===== src/sv/fraction_add_reduce_pkg.sv =====
package frac_add_pkg;

    // Value of reduce_enable after reset: reduce to lowest terms.
    localparam logic REDUCE_EN_RESET = 1'b1;

endpackage


===== src/sv/fraction_add_reduce.sv =====
// fraction_add_reduce: adds two signed fractions num_a/den_a + num_b/den_b and
// returns (num_a*den_b + den_a*num_b) / (den_a*den_b), optionally reduced to
// lowest terms. Signs stay where the cross products put them, so a negative
// denominator stays negative. A zero input denominator returns 0/0 with
// o_zero_den_error set.
// Input channel: i_in_valid / o_in_stall; a transfer happens at a rising edge
// with i_in_valid high and o_in_stall low. Output channel: o_out_valid /
// i_out_stall, same rule with the stall driven by the receiver.
// The shared multiplier forms the three products one after another, then the
// two cross products are added; with reduction a binary GCD runs shift or
// subtract steps, and a restoring divider divides the numerator and then the
// denominator by it. Without reduction the sum goes straight to the output
// stage; a zero denominator skips all of these steps.
// One item is in work at a time; o_in_stall stays high until it finishes.
// A finished result sits in the output register while the next item is taken;
// if the receiver still stalls when that next item finishes, hold it there.
// Reset (i_rst_n low, synchronous) drops any item in work, empties the output
// register and sets reduce_enable to 1. Write reduce_enable only while idle.
module fraction_add_reduce #(
    parameter int OPERAND_WIDTH = 16
) (
    input  logic                            i_clk,
    input  logic                            i_rst_n,
    input  logic                            i_cfg_we,
    input  logic                            i_cfg_wdata,
    input  logic                            i_in_valid,
    output logic                            o_in_stall,
    input  logic signed [OPERAND_WIDTH-1:0] i_num_a,
    input  logic signed [OPERAND_WIDTH-1:0] i_den_a,
    input  logic signed [OPERAND_WIDTH-1:0] i_num_b,
    input  logic signed [OPERAND_WIDTH-1:0] i_den_b,
    output logic                            o_out_valid,
    input  logic                            i_out_stall,
    output logic signed [2*OPERAND_WIDTH:0] o_sum_num,
    output logic signed [2*OPERAND_WIDTH-1:0] o_sum_den,
    output logic                            o_zero_den_error
);

    localparam int W    = OPERAND_WIDTH;
    localparam int WW   = 2 * OPERAND_WIDTH;
    localparam int CW   = $clog2(WW);
    localparam logic [CW-1:0] CNT_LAST = CW'(WW - 1);

    typedef enum logic [3:0] {
        S_IDLE,
        S_MUL_AD,
        S_MUL_BC,
        S_MUL_BD,
        S_SUM,
        S_GCD,
        S_DIV_N,
        S_DIV_D,
        S_DONE
    } t_state;

    t_state r_state;
    logic   r_reduce_en;

    // operand magnitudes and signs
    logic [W-1:0] r_mag_a, r_mag_b, r_mag_c, r_mag_d;
    logic         r_sgn_a, r_sgn_b, r_sgn_c, r_sgn_d;

    logic [WW-1:0] r_p1, r_p2;
    logic [WW-1:0] r_gx, r_gy;     // GCD working pair
    logic [WW-1:0] r_qn, r_qd;     // numerator / denominator magnitudes
    logic [WW-1:0] r_div, r_rem;
    logic [CW-1:0] r_cnt;
    logic          r_nneg, r_dneg, r_err;

    logic                 r_out_valid;
    logic signed [WW:0]   r_sum_num;
    logic signed [WW-1:0] r_sum_den;
    logic                 r_out_err;

    // input magnitudes
    logic [W-1:0] mag_a, mag_b, mag_c, mag_d;
    assign mag_a = i_num_a[W-1] ? W'(-i_num_a) : i_num_a;
    assign mag_b = i_den_a[W-1] ? W'(-i_den_a) : i_den_a;
    assign mag_c = i_num_b[W-1] ? W'(-i_num_b) : i_num_b;
    assign mag_d = i_den_b[W-1] ? W'(-i_den_b) : i_den_b;

    // shared multiplier
    logic [W-1:0]  mul_x, mul_y;
    logic [WW-1:0] mul_p;
    always_comb begin
        case (r_state)
            S_MUL_AD: begin mul_x = r_mag_a; mul_y = r_mag_d; end
            S_MUL_BC: begin mul_x = r_mag_b; mul_y = r_mag_c; end
            default:  begin mul_x = r_mag_b; mul_y = r_mag_d; end
        endcase
    end
    assign mul_p = WW'(mul_x) * WW'(mul_y);

    // signed sum of the cross products, as sign and magnitude
    logic          p1neg, p2neg, sum_neg;
    logic [WW-1:0] sum_mag;
    assign p1neg = (r_sgn_a ^ r_sgn_d) && (r_p1 != '0);
    assign p2neg = (r_sgn_b ^ r_sgn_c) && (r_p2 != '0);
    always_comb begin
        if (p1neg == p2neg) begin
            sum_mag = r_p1 + r_p2;
            sum_neg = p1neg;
        end else if (r_p1 >= r_p2) begin
            sum_mag = r_p1 - r_p2;
            sum_neg = p1neg;
        end else begin
            sum_mag = r_p2 - r_p1;
            sum_neg = p2neg;
        end
    end

    // shared subtractor: GCD reduction steps and restoring division
    logic          gx_ge;
    logic [WW:0]   rem_sh;
    logic [WW:0]   sub_a, sub_b;
    logic [WW+1:0] sub_d;
    logic          div_msb, q_bit;
    assign gx_ge   = r_gx >= r_gy;
    assign div_msb = (r_state == S_DIV_D) ? r_qd[WW-1] : r_qn[WW-1];
    assign rem_sh  = {r_rem, div_msb};
    always_comb begin
        if (r_state == S_GCD) begin
            sub_a = gx_ge ? {1'b0, r_gx} : {1'b0, r_gy};
            sub_b = gx_ge ? {1'b0, r_gy} : {1'b0, r_gx};
        end else begin
            sub_a = rem_sh;
            sub_b = {1'b0, r_div};
        end
    end
    assign sub_d = {1'b0, sub_a} - {1'b0, sub_b};
    assign q_bit = ~sub_d[WW+1];

    logic          load_out;
    logic [WW-1:0] rem_next;
    assign load_out = (r_state == S_DONE) && (!r_out_valid || !i_out_stall);
    assign rem_next = q_bit ? sub_d[WW-1:0] : rem_sh[WW-1:0];

    always_ff @(posedge i_clk) begin
        if (!i_rst_n) begin
            r_state     <= S_IDLE;
            r_reduce_en <= frac_add_pkg::REDUCE_EN_RESET;
            r_out_valid <= 1'b0;
        end else begin
            if (i_cfg_we) begin
                r_reduce_en <= i_cfg_wdata;
            end
            if (load_out) begin
                r_out_valid <= 1'b1;
            end else if (!i_out_stall) begin
                r_out_valid <= 1'b0;
            end

            unique case (r_state)
                S_IDLE: begin
                    if (i_in_valid) begin
                        r_mag_a <= mag_a;
                        r_mag_b <= mag_b;
                        r_mag_c <= mag_c;
                        r_mag_d <= mag_d;
                        r_sgn_a <= i_num_a[W-1];
                        r_sgn_b <= i_den_a[W-1];
                        r_sgn_c <= i_num_b[W-1];
                        r_sgn_d <= i_den_b[W-1];
                        if (i_den_a == '0 || i_den_b == '0) begin
                            // zero denominator: drop straight to a 0/0 error result
                            r_qn    <= '0;
                            r_qd    <= '0;
                            r_nneg  <= 1'b0;
                            r_dneg  <= 1'b0;
                            r_err   <= 1'b1;
                            r_state <= S_DONE;
                        end else begin
                            r_err   <= 1'b0;
                            r_state <= S_MUL_AD;
                        end
                    end
                end
                S_MUL_AD: begin
                    r_p1    <= mul_p;
                    r_state <= S_MUL_BC;
                end
                S_MUL_BC: begin
                    r_p2    <= mul_p;
                    r_state <= S_MUL_BD;
                end
                S_MUL_BD: begin
                    r_qd    <= mul_p;
                    r_gy    <= mul_p;
                    r_dneg  <= r_sgn_b ^ r_sgn_d;
                    r_state <= S_SUM;
                end
                S_SUM: begin
                    r_qn    <= sum_mag;
                    r_gx    <= sum_mag;
                    r_nneg  <= sum_neg && (sum_mag != '0);
                    r_state <= r_reduce_en ? S_GCD : S_DONE;
                end
                S_GCD: begin
                    if (r_gx == '0 || r_gy == '0) begin
                        // one side is zero: the other is the GCD left after any common factors of two were taken out
                        r_div   <= r_gx | r_gy;
                        r_rem   <= '0;
                        r_cnt   <= '0;
                        r_state <= S_DIV_N;
                    end else if (!r_gx[0] && !r_gy[0]) begin
                        // common factor of two: take it out of the results directly
                        r_gx <= r_gx >> 1;
                        r_gy <= r_gy >> 1;
                        r_qn <= r_qn >> 1;
                        r_qd <= r_qd >> 1;
                    end else if (!r_gx[0]) begin
                        r_gx <= r_gx >> 1;
                    end else if (!r_gy[0]) begin
                        r_gy <= r_gy >> 1;
                    end else if (gx_ge) begin
                        r_gx <= sub_d[WW-1:0];
                    end else begin
                        r_gy <= sub_d[WW-1:0];
                    end
                end
                S_DIV_N: begin
                    r_rem <= rem_next;
                    r_qn  <= {r_qn[WW-2:0], q_bit};
                    r_cnt <= r_cnt + 1'b1;
                    if (r_cnt == CNT_LAST) begin
                        r_rem   <= '0;
                        r_cnt   <= '0;
                        r_state <= S_DIV_D;
                    end
                end
                S_DIV_D: begin
                    r_rem <= rem_next;
                    r_qd  <= {r_qd[WW-2:0], q_bit};
                    r_cnt <= r_cnt + 1'b1;
                    if (r_cnt == CNT_LAST) begin
                        r_state <= S_DONE;
                    end
                end
                S_DONE: begin
                    if (load_out) begin
                        r_sum_num <= r_nneg ? -$signed({1'b0, r_qn}) : $signed({1'b0, r_qn});
                        r_sum_den <= r_dneg ? -$signed(r_qd) : $signed(r_qd);
                        r_out_err <= r_err;
                        r_state   <= S_IDLE;
                    end
                end
                default: begin
                    r_state <= S_IDLE;
                end
            endcase
        end
    end

    assign o_in_stall       = (r_state != S_IDLE);
    assign o_out_valid      = r_out_valid;
    assign o_sum_num        = r_sum_num;
    assign o_sum_den        = r_sum_den;
    assign o_zero_den_error = r_out_err;

endmodule


===== config.mk =====
export PLATFORM = sky130hd
export DESIGN_NAME = fraction_add_reduce
export DESIGN_NICKNAME = d
export VERILOG_FILES = /design/src/sv/fraction_add_reduce_pkg.sv /design/src/sv/fraction_add_reduce.sv
export SDC_FILE = /design/constraint.sdc
export NUM_CORES = 2
export LEC_CHECK = 0
export BUFFER_PORTS_ARGS = -buffer_cell sky130_fd_sc_hd__buf_2
export CELL_PAD_IN_SITES_DETAIL_PLACEMENT = 1
export CELL_PAD_IN_SITES_GLOBAL_PLACEMENT = 1
export CORE_ASPECT_RATIO = 1.75
export CORE_MARGIN = 4
export CORE_UTILIZATION = 45
export CTS_CLUSTER_DIAMETER = 60
export DETAILED_ROUTE_END_ITERATION = 7
export HOLD_SLACK_MARGIN = 0.15
export PLACE_DENSITY = 0.77
export SLEW_MARGIN = 20
export SYNTH_ARGS = -nofsm -noshare
export SYNTH_HDL_FRONTEND = slang
export SYNTH_SLANG_ARGS = --single-unit

===== constraint.sdc =====
create_clock -name i_clk -period 8.6 [get_ports i_clk]
set_input_delay 0.86 -clock i_clk [delete_from_list [all_inputs] [get_ports i_clk]]
set_output_delay 0.86 -clock i_clk [all_outputs]
set_load 0.05 [all_outputs]

* Word level (Yosys, flattened, before mapping)
Cells that the tools add are included.
Widths: inputs -> output; s select.
** Cells by class
- Add/sub/neg operators :: 11
- Multipliers :: 1
- Magnitude comparators :: 2
- Equality and inequality tests :: 23
- Mux-type cells :: 59
- Bitwise gates (word level) :: 5
- Reduce and logical (&&, ||, !) cells :: 43
** Operators by type and width (number)
- $mux 32 :: 26
- $pmux 32 s4 :: 2
- $pmux 32 s2 :: 2
- $pmux 32 s3 :: 1
- $reduce_bool 32->1 :: 3
- $ge 32x32->1 :: 2
- $logic_not 32->1 :: 2
- $neg 16->16 :: 4
- $sub 32x32->32 :: 2
- $mux 15 :: 4
- $pmux 4 s9 :: 1
- $sub 33x33->34 :: 1
- $mux 33 :: 1
- $neg 32->33 :: 1
- $add 32x32->32 :: 1
- $logic_not 16->1 :: 2
- $mul 16x16->32 :: 1
- $mux 16 :: 2
- $neg 32->32 :: 1
- $or 32x32->32 :: 1
- $mux 4 :: 7
- $eq 4x3->1 const B :: 4
- $pmux 5 s3 :: 1
- $reduce_and 3->1 :: 5
- 26 further kinds :: 67
** Storage, ports and cells
- Register bits :: 404
- Input port bits :: 70
- Output and inout bits :: 68
- Word-level logic and storage cells :: 177

* Logic depth before layout (Yosys ltp)
- Depth after elaboration :: 10
- Depth in mapped cells :: 33
- Mapped depth without buffers :: 29

* Least setup slack after synthesis
OpenSTA, ideal clock, no wires.
- Path type :: reg2reg
- From :: register r_state[0]
- To :: register r_gy[21] (data pin)
- Library setup time :: 254 ps
- Arrival :: 7896 ps
- Required time :: 8346 ps
- Slack :: 450 ps
- Cell stages (with the launch flop) :: 31
- Buffers on the path :: 3
- Clock period less this slack :: 8150 ps
- Cells stage by stage :: dfxtp_1 > clkbuf_1 > nand2_1 > nor3_1 > clkbuf_1 > buf_1 > mux2i_1 > nor2_1 > fa_1 > inv_1 > fa_1 > fa_1 > inv_1 > fa_1 > fa_1 > inv_1 > fa_1 > inv_1 > ha_1 > and3_1 > and3_1 > a211oi_1 > o21ai_0 > and2_1 > o21ai_0 > nand2b_1 > a21o_1 > a211oi_1 > o21bai_1 > xor2_1 > o21a_1
** On the way
- Elaborated cells on any way between the ends :: 18
- Those cells by class :: add/sub (1); mul (1); eq/ne (5); mux (11)
** RTL lines
- start, declared :: line fraction_add_reduce.sv:56 : t_state r_state;
- start signal, assigned :: line fraction_add_reduce.sv:196 : r_state <= r_reduce_en ? S_GCD : S_DONE;
- $eq 4x1->1 or $eq 4x2->1 (tied branches) :: line fraction_add_reduce.sv:86 : case (r_state)
- $mux 16 :: line fraction_add_reduce.sv:86
- $mul 16x16->32 * :: line fraction_add_reduce.sv:92 : assign mul_p = WW'(mul_x) * WW'(mul_y);
- net mul_p[21] :: line fraction_add_reduce.sv:84 : logic [WW-1:0] mul_p;
- $pmux 32 s2 * :: line fraction_add_reduce.sv:153 : unique case (r_state)
- end signal, assigned :: line fraction_add_reduce.sv:188 : r_gy <= mul_p;
- end signal, assigned :: line fraction_add_reduce.sv:208 : r_gy <= r_gy >> 1;
- end signal, assigned :: line fraction_add_reduce.sv:214 : r_gy <= r_gy >> 1;
- end, declared :: line fraction_add_reduce.sv:64 : logic [WW-1:0] r_gx, r_gy;
Mark *: on every way through the listed nets, which the timed path passes. The rest lies on a longest branch. The select of a mux whose other input is x is not followed.
A chain may end at the register's enable or synchronous reset.

* Worst setup path in the final report
- From :: register r_state[0]
- To :: register r_qd[30] (data pin)
** On the way
- Word-level cells in the longest chain between the ends :: 4
- Elaborated cells on any way between the ends :: 10
- Those cells by class :: mul (1); eq/ne (5); mux (3); reduce/logical (1)
** RTL lines
- $eq 4x1->1 or $eq 4x2->1 (tied branches) :: line fraction_add_reduce.sv:86
- $mux 16 :: line fraction_add_reduce.sv:86
- $mul 16x16->32 * :: line fraction_add_reduce.sv:92
- net mul_p[30] :: line fraction_add_reduce.sv:84
- $pmux 32 s4 * :: line fraction_add_reduce.sv:153
- end signal, assigned :: line fraction_add_reduce.sv:187 : r_qd <= mul_p;
- end signal, assigned :: line fraction_add_reduce.sv:210 : r_qd <= r_qd >> 1;
- end signal, assigned :: line fraction_add_reduce.sv:233 : r_qd <= {r_qd[WW-2:0], q_bit};
- end, declared :: line fraction_add_reduce.sv:65 : logic [WW-1:0] r_qn, r_qd;
Mark *: on every way through the listed nets, which the timed path passes. The rest lies on a longest branch.

==> impl_metrics.csv <==
group,metric,value,unit
grt,grt_max_degree,72,
critical_path,crit_arrival,8.45,ns
cells_and_area,area_growth_syn_to_layout,10.5,%
logic_synthesis,ys_types,85,
clocking,cts_tree,"yes",
clocking,ctsHoldBuffers,0,
critical_path,end_kind,"flip-flop",
die,rows,138,
logic_synthesis,syn_area,36700,µm²
logic_synthesis,synth.yosys.seq_area_share,32.9,%
logic_synthesis,yosys_register_bits,404,
clocking,cts_buffer_depth,3,
route,viasPerCell,6.16,
cells_and_area,fin_area,40500,µm²
sta,rsz0062_at_grt,"no",
clocking,postCtsSetupBuffers,0,
sta,final.setup.tns,0,ns
logic_synthesis,synth_edf_count,398,
run_status,status,"finished clean",
route,dr.pass1.iters,6,
sta,hold_viol,0,
logic_synthesis,synth-main-ff-cell,"edfxtp_1",
die,dieWidth,224,µm
placed_design,finalWeightedCongestion,1.02,
die,floorplan.initialDensity,45.4,%
sta,max_slew_margin,24.7,%
sta,clock.fmax,0.124,GHz
clocking,clock-sinks,404,
worst_hold_path,min_path_type,"flip-flop to flip-flop",
cells_and_area,fin_nets,4662,
die,die_area,86300,µm²
sta,setup_violations,0,
clocking,clk_pin_slew_worst_paths,0.07,ns
sta,worst_pin_slew,1.12,ns
die,dieHeight,386,µm
critical_path,crit_path_start_kind,"flip-flop",
die,coreArea,80800,µm²
clocking,root_buffer,"clkbuf_16",
route,wl_per_cell,26.9,µm
clocking,cts_buffers,44,
logic_synthesis,synthArstFlopShare,0,%
logic_synthesis,syn_avg_cell_area,9.20,µm²
logic_synthesis,ys_warn_count,0,
clocking,clk_latency,0.65,ns
logic_synthesis,synth_fp_nets,4558,
route,drt-initial-drc-count,2189,
logic_synthesis,ys_top_cells_by_area,"edfxtp_1 33%, fa_1 11%, ha_1 10%",
critical_path,critPathKind,"flip-flop to flip-flop",
grt,grt_pass1_wl,208,mm
route,route.detailed.drc,0,
cells_and_area,largest_reg_flops,33,
logic_synthesis,synth_top_cell_area_share,32.6,%
sta,fin_crit_sh,93.8,%
cells_and_area,fill_cells,9363,
cells_and_area,layout-drive-gt1-share,9.84,%
critical_path,critical_path.max_fanout,32,
grt,overflow,0,
sta,drv_slew,0,
logic_synthesis,synth_top_cell_by_area,"edfxtp_1",
placed_design,portBuffers,137,
flow_run,maxCapViolCount,0,
sta,finalWorstSetupSlack,0.536,ns
cells_and_area,fin_util,50.2,%
sta,skew,0.0260,ns
route,vias,31900,
cells_and_area,multi_input_area,22200,µm²
clocking,h-tree-depth,2,
route,ant_nets,0,
sta,period_needed,8.06,ns
grt,grt_usage,31.8,%
die,pin_count,138,
cells_and_area,layout.area.seq,12100,µm²
placed_design,place_ws,0.591,ns
logic_synthesis,synth_cells,3987,
placed_design,dpl-instance-area,38900,µm²
cells_and_area,n_antenna_cell,0,
placed_design,hpwl,112,mm
clocking,cts_resized,0,
critical_path,crit_required,8.99,ns
route,wl,139,mm
grt,grt_pass1_vias,34400,
grt,antenna_found_initial,2,
[metal layers]
| layer | track usage, % | part of all wire (%) |
|---|---|---|
| met5 | 0 | 0.0093 |
| met4 | 28.6 | 11 |
| met3 | 3.71 | 4.2 |
| met2 | 59.0 | 52 |
| met1 | 30.5 | 32 |
[final timing paths]
path / endpoint / slack, ns / cells past startpoint / startpoint
max: r_qd[30] / 0.54 / 27 / r_state[0]
min: o_zero_den_error / 0.44 / 0 / r_err
max reg2reg: r_qd[30] / 0.54 / 27 / r_state[0]
min reg2reg: o_zero_den_error / 0.44 / 0 / r_err
[cell type report]
class                           count  share of cell area (%)
Timing Repair Buffer              233                    3.61
Tap cell                         1050                    3.24
Sequential cell                   404                    29.8
Clock inverter                     33                    1.19
Multi-Input combinational cell   2918                    54.8
Inverter                          490                    4.54
Clock buffer                       49                    2.81
[cells in the mapped netlist, types with 15 or more instances]
master and instances:
a221oi_1 32, a21oi_1 249, or4_1 28, a22oi_1 36, nand3_1 46, o21a_1 26
or2_2 16, nand2b_1 35, fa_1 198, nand2_1 404, and2_1 15, o31ai_1 47
or3_1 39, mux2i_1 70, mux2_2 35, xor2_1 29, a222oi_1 16, nand4_1 39
a21o_1 43, o41ai_1 15, clkbuf_1 140, o21bai_1 30, ha_1 303, nor2_1 366
xnor2_1 161, inv_1 488, nor4_1 54, buf_2 21, nor2b_1 18, a31oi_1 17
o21ai_0 236, edfxtp_1 398, o211ai_1 52, a211oi_1 38, and3_1 21, nor3_1 60
[per-stage QoR]
stage,instances,hold slack (ns)
after floorplan,3987,0.400
final,5177,0.435
after global placement,5094,0.401
after detailed placement,5094,0.428
after global routing,5177,0.437
after CTS,5176,0.426
[cell families after synthesis]
group / count (synthesis) / synth area share (%)
compound gates: 939 / 16.5
xor+xnor: 190 / 4.54
fa+ha+maj: 501 / 21.1
buf+inv: 665 / 6.91
flops: 404 / 32.9
mux: 105 / 2.99
simple gates: 1183 / 15.0
[critical path: stages, from the launching register on]
cell and delay (ns):
dfxtp_1 0.61, nand2_1 0.22, nor3_2 0.23, buf_12 0.26, mux2i_1 0.54, nor2_1 0.14, fa_1 0.52, inv_1 0.05
fa_1 0.48, inv_1 0.08, fa_1 0.49, fa_1 0.47, fa_1 0.52, inv_1 0.05, fa_1 0.47, inv_1 0.04
ha_1 0.35, a21o_1 0.21, a21o_1 0.17, a21oi_1 0.23, nand3b_1 0.10, nor3_1 0.31, o31a_1 0.26, o311ai_0 0.17
a21oi_1 0.22, xnor2_1 0.15, a222oi_1 0.32, inv_1 0.07
[cells in the final DEF, fill, tap and decap left out, types with 137 or more instances in the layout]
master / n
fa_1: 198
a21oi_1: 249
nand2_1: 403
nor2_1: 359
xnor2_1: 160
inv_1: 488
buf_2: 137
edfxtp_1: 398
ha_1: 303
o21ai_0: 236
Power is left out: the tool's default activity adds up to more than one toggle a clock period on the data nets, which glitch-free logic cannot reach.
